[src/rts_pkg.sv]
package rts_pkg;

	localparam int MaxWidthDef    = 640;
	localparam int MaxHeightDef   = 480;
	localparam int TileDim        = 4;
	localparam int CfgWidthReset  = 160;
	localparam int CfgHeightReset = 120;
	localparam int QueueDepth     = 2;
	localparam int CfgIdxW        = 1;
	localparam int CfgDataW       = 8;
	localparam int PixelW         = 32;
	localparam int WordW          = 64;

	localparam logic [CfgIdxW-1:0] RegWidthTiles  = 1'b0;
	localparam logic [CfgIdxW-1:0] RegHeightTiles = 1'b1;

	// One pixel: red in bits 7:0, then green, blue, alpha.
	typedef logic [PixelW-1:0] pixel_t;

	// A complete 4x4 tile, indexed px[row][column].
	typedef struct packed {
		pixel_t [TileDim-1:0][TileDim-1:0] px;
		logic                              frame_end;
	} tile_t;

endpackage

[src/rts_back.sv]
module rts_back (
	input  logic                       clk,
	input  logic                       arst_n,
	input  logic                       q_valid,
	input  rts_pkg::tile_t             head,
	output logic                       pop,
	output logic                       out_valid,
	input  logic                       out_ready,
	output logic [rts_pkg::WordW-1:0]  out_word,
	output logic                       out_last,
	output logic                       out_frame
);
	import rts_pkg::*;

	logic [2:0]             cnt_q;
	logic                   out_valid_q;
	logic [WordW-1:0]       out_word_q;
	logic                   out_last_q;
	logic                   out_frame_q;
	logic                   load;
	pixel_t [TileDim-1:0]   sel_px;
	logic [WordW-1:0]       word;

	assign load = q_valid && (!out_valid_q || out_ready);
	assign pop  = load && (cnt_q == 3'd7);

	// Words 0-3 carry alpha,red pairs of tile rows 0-3; words 4-7 green,blue pairs.
	always_comb begin
		sel_px = head.px[cnt_q[1:0]];
		word   = '0;
		for (int i = 0; i < TileDim; i++) begin
			if (cnt_q[2]) begin
				word[WordW-1-16*i -: 16] = {sel_px[i][15:8], sel_px[i][23:16]};
			end else begin
				word[WordW-1-16*i -: 16] = {sel_px[i][31:24], sel_px[i][7:0]};
			end
		end
	end

	always_ff @(posedge clk or negedge arst_n) begin
		if (!arst_n) begin
			cnt_q       <= '0;
			out_valid_q <= 1'b0;
		end else if (load) begin
			cnt_q       <= cnt_q + 1'b1;
			out_valid_q <= 1'b1;
		end else if (out_ready) begin
			out_valid_q <= 1'b0;
		end
	end

	always_ff @(posedge clk) begin
		if (load) begin
			out_word_q  <= word;
			out_last_q  <= cnt_q == 3'd7;
			out_frame_q <= (cnt_q == 3'd7) && head.frame_end;
		end
	end

	assign out_valid = out_valid_q;
	assign out_word  = out_word_q;
	assign out_last  = out_last_q;
	assign out_frame = out_frame_q;

`ifndef ASSERT_OFF
	a_frame_on_tile_end: assert property (@(posedge clk) disable iff (!arst_n)
		out_valid_q && out_frame_q |-> out_last_q)
		else $error("frame end flagged on a word that does not close a tile");
	a_tile_held: assert property (@(posedge clk) disable iff (!arst_n)
		cnt_q != 3'd0 |-> q_valid)
		else $error("tile left the queue before all eight words were sent");
`endif

endmodule

[config.mk]
export PLATFORM = sky130hd
export DESIGN_NAME = rts_back
export DESIGN_NICKNAME = d
export VERILOG_FILES = /design/src/rts_pkg.sv /design/src/rts_back.sv
export SDC_FILE = /design/constraint.sdc
export NUM_CORES = 1
export LEC_CHECK = 0
export ABC_AREA = 0
export BUFFER_PORTS_ARGS = -buffer_cell sky130_fd_sc_hd__buf_2
export CAP_MARGIN = 5
export CORE_AREA = 2 2 229 231
export CTS_BUF_LIST = sky130_fd_sc_hd__clkbuf_8
export DETAILED_ROUTE_END_ITERATION = 12
export DIE_AREA = 0 0 231 233
export REMOVE_ABC_BUFFERS = 1
export SLEW_MARGIN = 20
export SYNTH_ARGS = -nofsm -noshare
export SYNTH_HDL_FRONTEND = slang
export SYNTH_SLANG_ARGS = --single-unit
[constraint.sdc]
create_clock -name clk -period 4.1 [get_ports clk]
set_input_delay 0.82 -clock clk [delete_from_list [all_inputs] [get_ports clk]]
set_output_delay 0.82 -clock clk [all_outputs]
set_load 0.01 [all_outputs]
==> results.toml <==
[sta]
fin_crit_sh = 0.631
rsz0062_at_grt = "false"
whs_ns = 0.220
slew_headroom = 0.345
finalHoldViolCount = 0
finalSetupViolCount = 0
slew_viol_final = 0
worst_pin_slew_ns = 0.982
period_minus_slack_ns = 2.59
fin_ws_ns = 1.51
setup_tns_ns = 0
max_freq_mhz = 386
fin_worst_skew_ns = 0.0112

[worst_setup_path]
r2r_end = "out_word[0]$_DFFE_PP_"
critPathBufInv = 1
path_max_fanout = 12
path_delay_family = "flip-flops"
reg2reg_depth = 3
timing.rr.start = "cnt_q[0]$_DFFE_PN0P_"
required_ns = 3.28
cp_common_cell = "ha_1"
crit_arrival_ns = 1.77
slowest_delay_ns = 0.59
crit_chain = "ha_1 -> ha_1 -> and3_1 -> buf_2"
critPathLaunchType = "flop"
setup.worst_path.class = "reg2out"
r2r_slack_ns = 1.84
cpMaxStageDelayCell = "dfrtp_4"
cp.depth = 4
endpoint_kind = "output pin"

[global_routing]
use_met3 = 0.0322
use_met2 = 0.172
grt_pass1_wl_um = 37500
grt_pass1_vias = 6309
antenna_found_initial = 4
overflow = 0
top_usage_layer = "met2"
track_usage = 0.0970
grt_max_degree = 74
use_met1 = 0.105

[yosys]
yosysSeqAreaShare = 0.347
synth_area_leader_cell = "mux4_2"
synth_edf_count = 66
ys_seq_elements = 70
synth.avg_cell_area_um2 = 19.5
synth_flop_cell = "edfxtp_1"
synth_top_area_frac = 0.481
yosys_warnings = 0
synth_cells = 308
synth_cell_types = 16
syn-cell-area_um2 = 6000
async_flop_share = 0.0571
synth.area.top_cells = "mux4_2 (48%), edfxtp_1 (33%), mux2_2 (12%)"

[floorplan]
initial_core_util = 0.117
core-area_um2 = 51100
die_h_um = 233
die_x_um = 231
io_pins = 585
rows = 83
die_area_um2 = 53800

[cts]
cts_tree = "built"
cts.sink_count = 70
clkLatencyLatePin_ns = 0.41
numCtsBuffers = 9
cts.clk_slew.worst_paths_ns = 0.07
cts_hold_buffers = 0
ctsLongestPathBuffers = 2
root_buffer = "clkbuf_8"
cts_resized = 0
post_cts_buffers = 0
h-tree-depth = 3

[route]
wl_per_cell_um = 17.5
routed-via-count = 5869
drc_errors = 0
antenna_left = 0
totalWireLength_um = 27300
via_per_inst = 3.76
dr.pass1.iters = 4
detail_route.iter0.violations = 242

[min_path]
hold_path.class = "in2async"

[placement]
port_buffers = 584
place.gp.congestion = 0.888
place_ws_ns = 1.35
dp_hpwl_um = 23300

[power]
leakagePower_nw = 4.23
power_w = 0.00536
peakVddDrop_uv = 522
cellPowerDensity_nw_per_um2 = 544

[status]
outcome = "finished, final reports clean"

[run]
maxCapViolations = 0

[finish]
nets = 1393
syn_to_final_growth_pct = 64.4
drive_above_1_share = 0.914
-- cell type report --
| class | instances | area, µm² |
|---|---|---|
| Inverter | 1 | 5.00 |
| Sequential cell | 70 | 2090 |
| Multi-Input combinational cell | 202 | 3690 |
| Clock inverter | 7 | 88.8 |
| Tap cell | 680 | 851 |
| Clock buffer | 9 | 124 |
| Timing Repair Buffer | 590 | 3010 |
| Antenna cell | 2 | 5.00 |
| Fill cell | 5579 | 41200 |
-- cell usage after synthesis (2+ instances only) --
| cell type | n |
|---|---|
| buf_1 | 10 |
| buf_2 | 3 |
| buf_4 | 2 |
| buf_6 | 11 |
| clkbuf_1 | 9 |
| dfrtp_1 | 4 |
| edfxtp_1 | 66 |
| ha_1 | 2 |
| mux2_2 | 66 |
| mux4_2 | 128 |
| nand2b_1 | 2 |
-- stage by stage --
step | std cells | util | cell area [µm²]
floorplan | 273 | - | 5770
global placement | 1543 | 0.189 | 9640
detailed placement | 1543 | 0.189 | 9640
CTS | 1559 | 0.193 | 9860
global route | 1561 | 0.193 | 9860
finish | 1561 | 0.193 | 9860
-- metal layers --
metal,part of all wire,vias up
li1,-,2546
met1,0.37,2910
met2,0.51,374
met3,0.090,35
met4,0.029,4
met5,0.00099,-
-- state kept, by name, indices dropped and copies added (netlist names) --
signal / flops
out_word: 64
cnt_q: 3
out_frame: 1
out_last: 1
out_valid: 1
-- cells in the final DEF, fill, tap and decap left out --
cell type	instances
buf_2	584
mux4_2	128
mux2_2	66
edfxtp_1	66
clkbuf_8	9
clkinv_2	3
dfrtp_4	3
buf_4	3
buf_12	3
diode_2	2
nand2b_1	2
ha_1	2
bufinv_16	2
clkinvlp_4	2
and2_1	1
nand2_1	1
and3_1	1
xnor2_1	1
clkinv_1	1
dfrtp_1	1
-- worst max-delay path by stage --
| stage | from | endpoint | slack [ns] |
|---|---|---|---|
| after floorplan | cnt_q[0]$_DFFE_PN0P_ | pop | -2.48 |
| after global placement | out_ready | out_word[6]$_DFFE_PP_ | 1.40 |
| after detailed placement | out_ready | out_word[18]$_DFFE_PP_ | 1.35 |
| after CTS | cnt_q[0]$_DFFE_PN0P_ | pop | 1.39 |
| after global routing | cnt_q[0]$_DFFE_PN0P_ | pop | 1.35 |
| final | cnt_q[0]$_DFFE_PN0P_ | pop | 1.51 |
-- report_power, final --
group / internal, W / total, W / switching, W
logic: 0.00199 / 0.00343 / 0.00144
registers: 0.00118 / 0.00128 / 0.000102
clock network: 0.000338 / 0.000653 / 0.000315
-- cells by family (layout without fill, tap and decap cells) --
group | after synthesis | after routing | share of synthesized area
buf+inv | 36 | 607 | 0.0382
other cells | 0 | 2 | 0
mux | 194 | 194 | 0.604
flops | 70 | 70 | 0.347
simple gates | 5 | 5 | 0.00480
fa+ha+maj | 2 | 2 | 0.00417
xor+xnor | 1 | 1 | 0.00146
(Power assumes the default switching activity.)
