## src/rts_pkg.sv

```systemverilog
package rts_pkg;

	localparam int MaxWidthDef    = 640;
	localparam int MaxHeightDef   = 480;
	localparam int TileDim        = 4;
	localparam int CfgWidthReset  = 160;
	localparam int CfgHeightReset = 120;
	localparam int QueueDepth     = 2;
	localparam int CfgIdxW        = 1;
	localparam int CfgDataW       = 8;
	localparam int PixelW         = 32;
	localparam int WordW          = 64;

	localparam logic [CfgIdxW-1:0] RegWidthTiles  = 1'b0;
	localparam logic [CfgIdxW-1:0] RegHeightTiles = 1'b1;

	// One pixel: red in bits 7:0, then green, blue, alpha.
	typedef logic [PixelW-1:0] pixel_t;

	// A complete 4x4 tile, indexed px[row][column].
	typedef struct packed {
		pixel_t [TileDim-1:0][TileDim-1:0] px;
		logic                              frame_end;
	} tile_t;

endpackage

```

## src/rts_queue.sv

```systemverilog
module rts_queue (
	input  logic           clk,
	input  logic           arst_n,
	input  logic           push,
	input  rts_pkg::tile_t push_tile,
	output logic           full,
	input  logic           pop,
	output logic           valid,
	output rts_pkg::tile_t head
);
	import rts_pkg::*;

	localparam int PtrW = (QueueDepth > 1) ? $clog2(QueueDepth) : 1;
	localparam int CntW = $clog2(QueueDepth + 1);

	tile_t            ent_q [QueueDepth];
	logic [PtrW-1:0]  wr_ptr_q;
	logic [PtrW-1:0]  rd_ptr_q;
	logic [CntW-1:0]  cnt_q;

	assign full  = cnt_q == CntW'(QueueDepth);
	assign valid = cnt_q != '0;
	assign head  = ent_q[rd_ptr_q];

	always_ff @(posedge clk or negedge arst_n) begin
		if (!arst_n) begin
			wr_ptr_q <= '0;
			rd_ptr_q <= '0;
			cnt_q    <= '0;
		end else begin
			if (push) begin
				wr_ptr_q <= (wr_ptr_q == PtrW'(QueueDepth - 1)) ? '0 : wr_ptr_q + 1'b1;
			end
			if (pop) begin
				rd_ptr_q <= (rd_ptr_q == PtrW'(QueueDepth - 1)) ? '0 : rd_ptr_q + 1'b1;
			end
			if (push && !pop) begin
				cnt_q <= cnt_q + 1'b1;
			end else if (pop && !push) begin
				cnt_q <= cnt_q - 1'b1;
			end
		end
	end

	always_ff @(posedge clk) begin
		if (push) begin
			ent_q[wr_ptr_q] <= push_tile;
		end
	end

`ifndef ASSERT_OFF
	a_no_overflow: assert property (@(posedge clk) disable iff (!arst_n)
		push |-> !full)
		else $error("tile pushed into a full queue");
	a_no_underflow: assert property (@(posedge clk) disable iff (!arst_n)
		pop |-> valid)
		else $error("tile popped from an empty queue");
	a_count_bound: assert property (@(posedge clk) disable iff (!arst_n)
		cnt_q <= CntW'(QueueDepth))
		else $error("queue fill count out of range");
`endif

endmodule

```

## config.mk

```make
export PLATFORM = sky130hd
export DESIGN_NAME = rts_queue
export DESIGN_NICKNAME = d
export VERILOG_FILES = /design/src/rts_pkg.sv /design/src/rts_queue.sv
export SDC_FILE = /design/constraint.sdc
export NUM_CORES = 1
export LEC_CHECK = 0
export BUFFER_PORTS_ARGS = -buffer_cell sky130_fd_sc_hd__buf_4
export CORE_AREA = 3 3 403 405
export CTS_CLUSTER_DIAMETER = 60
export DETAILED_ROUTE_END_ITERATION = 10
export DIE_AREA = 0 0 406 408
export GPL_TIMING_DRIVEN = 0
export PLACE_DENSITY = 0.54
export SLEW_MARGIN = 20
export SYNTH_ARGS = -nofsm -noshare
export SYNTH_HDL_FRONTEND = slang
export SYNTH_SLANG_ARGS = --single-unit
```

## constraint.sdc

```tcl
create_clock -name clk -period 32.7 [get_ports clk]
set_clock_uncertainty 0.2 [all_clocks]
set_input_delay 3.27 -clock clk [delete_from_list [all_inputs] [get_ports clk]]
set_output_delay 3.27 -clock clk [all_outputs]
set_load 0.02 [all_outputs]
```

==> metrics, run 1 <==
vias in the first global route between 20000 and 25000; DRT iter0 DRCs ~1100; first-pass GRT wire length between 150000 and 200000 um; # setup viols final 0; Worst Path Required between 20 and 30 ns; IO Count between 1000 and 1500; Worst Hold Slack roughly 0.28 ns; Slowest cell on crit path buf_2; final period utilization 0.1822; Die Wd 406 um; synth top area cells edfxtp_1 (79%), mux2_4 (18%), mux2_2 (1.5%), buf_8 (1.1%), buf_6 (0.63%); dominant synthesized flop cell edfxtp_1; Synth Instances about 1600; top cell type's share of synthesized area 0.7855; Yosys top cell by area edfxtp_1; Worst Path Max Fanout 10; Post-CTS Resized 0; worst min path class reg2reg; CP peak stage delay approximately 0.50 ns; P&R area growth vs syn 39.67%; post-synthesis mux area share 0.1913; total gr overflow 0; Crit path arrival time around 2.5 ns; Clock Tree Buf Depth 3; Initial Utilization 0.2471; P_leak roughly 0.021 uW; max frequency about 0.17 GHz; vias per inst just under 4; num rows ~150; Post-Synth Adder-Cell Area 0.0003190; Critical Path Start Type register; post-synthesis compound-gate area fraction 0; Final Hold Fails 0; WL/cell ~23 um; Synth Cell Area roughly 0.04 mm^2; VDD IR max roughly 56 uV; yosys warns 0; status completed; FF+latch count, synth slightly above 1000; worst skew pair latency between 0.7 and 0.8 ns; H-tree levels 4; cts hold-fix bufs 0; hpwl dp roughly 89000 um; Detail Route Antenna Nets 0; GPL Wtd Cong ~0.80; Synth Area in Simple Gates 0.0007337; Post-CTS Setup Inserts 0; largest net degree at the start of global routing between 40 and 50; fraction of registers with async set/reset 0.003883; Mapped Nets 2130; Max-Cap Viols 0; Crit Path Class reg2out; RSZ-0062 raised after global routing false; count leader, synth edfxtp_1; sequential area share after synthesis 0.7880; Core Region around 0.16 mm^2; worst-path cell chain buf_6 -> buf_2 -> mux2_2 -> buf_4; layout cells sized above 1 0.6269; nets@finish ~3300; max_slew headroom 0.5720; number of flops mapped to enable cells by yosys 1026; TritonCTS Buffers 130; Worst Setup End Kind output port; clock-pin slew on the worst setup and hold paths 0.05 ns; drt drc 0; Chip Height ~400 um; fin util 0.3451; Total GRT Usage 0.1355; drt total wl ~120000 um; via count around 20000; Syn Area/Cell roughly 24 um^2; delay-heaviest family, CP buffers and inverters; Final min period between 5 and 6 ns; largest family of logic cells by synthesized area multiplexers; top cells by count, synth edfxtp_1 (1026), mux2_4 (460), mux2_2 (53); Setup TNS 0 ns; Slew @ Worst Pin 0.6419 ns; Final Max Tran Viols 0; PwrDens 95.03 mW/mm^2; CTS Sinks between 1000 and 1500; crit path buf inv count 3; die area roughly 0.17 mm^2; drt pass-1 iters 7; port bufs between 1000 and 1500; Yosys cell types 15; CTS tree built; initial antenna violation count 31; CTS root buf clkbuf_16; Post-Synth XOR/XNOR Area 0.001116
## cells in the final DEF, fill, tap and decap left out
master and instances:
clkinv_4 3, inv_1 1, xnor2_1 1, clkinv_8 4
inv_8 5, diode_2 22, and2_4 1, nor2b_1 1
nor2_1 1, or2_2 1, buf_16 22, mux2_2 53
mux2_4 460, edfxtp_1 1026, buf_12 17, xor2_1 4
clkinvlp_4 6, buf_2 5, bufinv_16 7, dfrtp_1 4
clkbuf_16 132, buf_4 1031, inv_6 9, buf_6 22
clkinv_1 27, inv_16 6, buf_8 30, ha_1 1
clkinv_2 13, clkinv_16 2, clkbuf_1 23, nor2b_4 1
## stage by stage
stage / setup slack, ns / cells / power [uW] / area (um^2)
final: 26.74 / 5013 / 5207 / 54790
after global routing: 26.61 / 5005 / 5431 / 54770
after CTS: 26.57 / 4991 / 5301 / 54730
after detailed placement: 26.61 / 4754 / 3883 / 50510
after global placement: -11.93 / 4715 / 4178 / 49560
after floorplan: 5.774 / 1612 / 3215 / 39230
## final timing paths
| check | start | end | slack [ns] | cells after the start |
|---|---|---|---|---|
| min in group asynchronous | arst_n | wr_ptr_q$_DFFE_PN0P_ | 2.14 | 1 |
| setup reg to reg | wr_ptr_q$_DFFE_PN0P_ | ent_q[1][45]$_DFFE_PP_ | 29.63 | 6 |
| max in group asynchronous | arst_n | cnt_q[1]$_DFFE_PN0P_ | 30.05 | 1 |
| hold reg to reg | cnt_q[1]$_DFFE_PN0P_ | cnt_q[1]$_DFFE_PN0P_ | 0.28 | 1 |
| setup / recovery | rd_ptr_q$_DFFE_PN0P_ | head[22] | 26.74 | 4 |
| hold / removal | cnt_q[1]$_DFFE_PN0P_ | cnt_q[1]$_DFFE_PN0P_ | 0.28 | 1 |
## power by group
| group | total (uW) | internal, uW | leakage [uW] | switching, uW |
|---|---|---|---|---|
| clock | 1390 | 813 | 0.00204 | 581 |
| combinational | 2010 | 938 | 0.00978 | 1080 |
| sequential | 1800 | 1750 | 0.00968 | 51.9 |
| total | 5210 | 3500 | 0.0215 | 1710 |
## cell families after synthesis
kind of cell / count (synthesis)
flip-flops: 1030
XOR/XNOR: 5
adder cells (fa/ha/maj): 1
buffers and inverters: 58
AND/OR/NAND/NOR: 5
multiplexers: 513
## final cells by class
type | instances | area, um^2
multi-input combinational | 524 | 7599
timing repair buffer | 1070 | 8686
inverter | 1 | 3.754
tap | 2072 | 2592
buffer | 57 | 723.2
fill | 15130 | 104000
sequential | 1030 | 30910
antenna | 22 | 55.05
clock buffer | 155 | 3390
clock inverter | 82 | 828.3
## layer usage
layer	track usage	part of all wire	up-vias
met2	0.2343	0.51	745
met4	0.05278	0.029	6
met1	0.1444	0.36	10060
li1	-	-	8935
met5	0	0.00029	-
met3	0.05962	0.10	185
## flip-flops by register name (all words and copies together) (netlist names)
signal and count:
cnt_q 2, wr_ptr_q 1, rd_ptr_q 1, ent_q 1026
Note: power is estimated with default switching activity, not from simulation.
==> run 2: changes to the inputs <==
clock period = 6.2 ns   (was 32.7 ns; I/O delays follow)
==> metrics, run 2 (synthesis results as in run 1) <==
status completed (unchanged); layout cells sized above 1 0.5287 (was 0.6269); Chip Height 408 um (unchanged); DRT iter0 DRCs 1065 (was 1052); CP Launch Point push (was rd_ptr_q$_DFFE_PN0P_); reg2reg path depth 10 (was 6); drt drc 0 (unchanged); P_leak 0.02344 uW (was 0.02150 uW); Tot Pwr 27150 uW (was 5207 uW); vias in the first global route 23610 (was 21200); die area 0.1656 mm^2 (unchanged); WL/cell 22.06 um (was 23.14 um); hold path depth 1 (unchanged); largest registers ent_q (1026), cnt_q (2) (unchanged); fin util 0.3747 (was 0.3451); Crit Path Class in2reg (was reg2out); Crit. path cell count 12 (was 4); R2R Path Start wr_ptr_q$_DFFE_PN0P_ (unchanged); IO Count 1032 (unchanged); clock-pin slew on the worst setup and hold paths 0.06 ns (was 0.05 ns); TritonCTS Buffers 118 (was 130); CP peak stage delay 0.55 ns (was 0.50 ns); via count 21860 (was 19930); initial antenna violation count 22 (was 31); CTS Sinks 1030 (unchanged); Max-Cap Viols 0 (unchanged); Post-CTS Resized 0 (unchanged); max frequency about 0.28 GHz; delay-heaviest family, CP buffers and inverters (unchanged); Initial Utilization 0.2471 (unchanged); Worst Setup End Kind register (was output port); Die Wd 406 um (unchanged); max_slew headroom 0.5791 (was 0.5720); area post-placement 0.05050 mm^2 (was 0.05051 mm^2); Design Area, Final 0.05948 mm^2 (was 0.05479 mm^2); Detail Route Antenna Nets 0 (unchanged); CTS tree built (unchanged); first-pass GRT wire length 169400 um (was 157900 um); worst-path cell chain dlygate4sd3_1 -> buf_4 -> nor2b_4 -> buf_16 -> buf_16 -> buf_12 -> buf_8 -> buf_12 -> buf_12 -> buf_16 -> buf_16 -> buf_12 (was buf_6 -> buf_2 -> mux2_2 -> buf_4); H-tree levels 3 (was 4); total gr overflow 0 (unchanged); Total GRT Usage 0.1416 (was 0.1355); Slowest cell on crit path nor2b_4 (was buf_2); num rows 146 (unchanged); Slew @ Worst Pin 0.6300 ns (was 0.6419 ns); CTS root buf clkbuf_16 (unchanged); most frequent cells in the layout buf_4 (1031), edfxtp_1 (1026), dlygate4sd3_1 (517) (was buf_4 (1031), edfxtp_1 (1026), mux2_4 (460)); nets@finish 3837 (was 3332); RSZ-0062 raised after global routing false (unchanged); largest net degree at the start of global routing 50 (was 49); Largest Register ent_q (unchanged); vias per inst 3.978 (was 3.975); Worst Path Max Fanout 23 (was 10); most common cell after layout, fill and taps aside buf_4 (unchanged); fill count 14680 (was 15130); PwrDens 456.5 mW/mm^2 (was 95.03 mW/mm^2); worst min path class reg2reg (unchanged); drt total wl 121200 um (was 116000 um); crit path buf inv count 11 (was 3); Worst Path Required 6.42 ns (was 29.23 ns); Final Hold Fails 0 (unchanged); Clock Tree Buf Depth 3 (unchanged); # setup viols final 0 (unchanged); VDD IR max 285.4 uV (was 55.77 uV); Core Region 0.1587 mm^2 (unchanged); GPL Wtd Cong 0.7741 (was 0.7961); Critical Path Start Type input pin (was register); drt pass-1 iters 5 (was 7); max reg flops 1026 (unchanged); final period utilization 0.5674; P&R area growth vs syn 51.63% (was 39.67%); Setup TNS 0 ns (unchanged); hpwl dp 91860 um (was 88920 um); Final min period 3.518 ns; Final Max Tran Viols 0 (unchanged); port bufs 1031 (unchanged); Crit path arrival time 3.74 ns (was 2.49 ns); Hold Crit Start cnt_q[1]$_DFFE_PN0P_ (unchanged); worst skew pair latency 0.72 ns (about the same)
==> run 2: path summary, 6_finish.rpt <==
| path | to | slack (ns) |
|---|---|---|
| min | cnt_q[1]$_DFFE_PN0P_ | 0.28 |
| min in group asynchronous | rd_ptr_q$_DFFE_PN0P_ | 0.64 |
| max | ent_q[0][46]$_DFFE_PP_ | 2.68 |
| max in group asynchronous | cnt_q[1]$_DFFE_PN0P_ | 4.97 |
| max reg2reg | ent_q[0][46]$_DFFE_PP_ | 2.84 |
| min reg2reg | cnt_q[1]$_DFFE_PN0P_ | 0.28 |
==> run 2: what timing repair did <==
item                                   in CTS  in global routing
setup buffers                               0                  0
endpoints found under the hold margin    1033                  0
hold buffers                              517                  0
==> run 2: through the flow <==
step | setup WS, ns | hold slack, ns | instances
global route | 2.563 | 0.2902 | 5493
finish | 2.682 | 0.2781 | 5495
floorplan | -2.714 | 0.1244 | 1612
detailed placement | 2.476 | 0.2224 | 4754
CTS | 2.722 | 0.2818 | 5492
global placement | -8.368 | 0.2218 | 4715
==> run 2: power breakdown <==
group,switching [uW],internal (uW)
Sequential,278,9210
Clock,2860,3850
Combinational,5790,5150
==> run 2: layout make-up <==
type,instances,area (um^2),share of cell area
diodes,3,7.507,0.0001262
clock buffers,148,3087,0.05190
repair buffers,1587,13840,0.2327
flip-flops and latches,1030,30910,0.5197
multi-input cells,524,7599,0.1278
clock inverters,73,713.2,0.01199
well taps,2072,2592,0.04359
inverters,1,3.754,0.00006311
plain buffers,57,723.2,0.01216
==> run 2: per-layer routing <==
metal,track usage,part of all wire,vias to the layer above
met5,0,0,-
li1,-,-,9913
met2,0.2575,0.52,771
met1,0.1526,0.37,11010
met3,0.05382,0.091,163
met4,0.03727,0.022,0
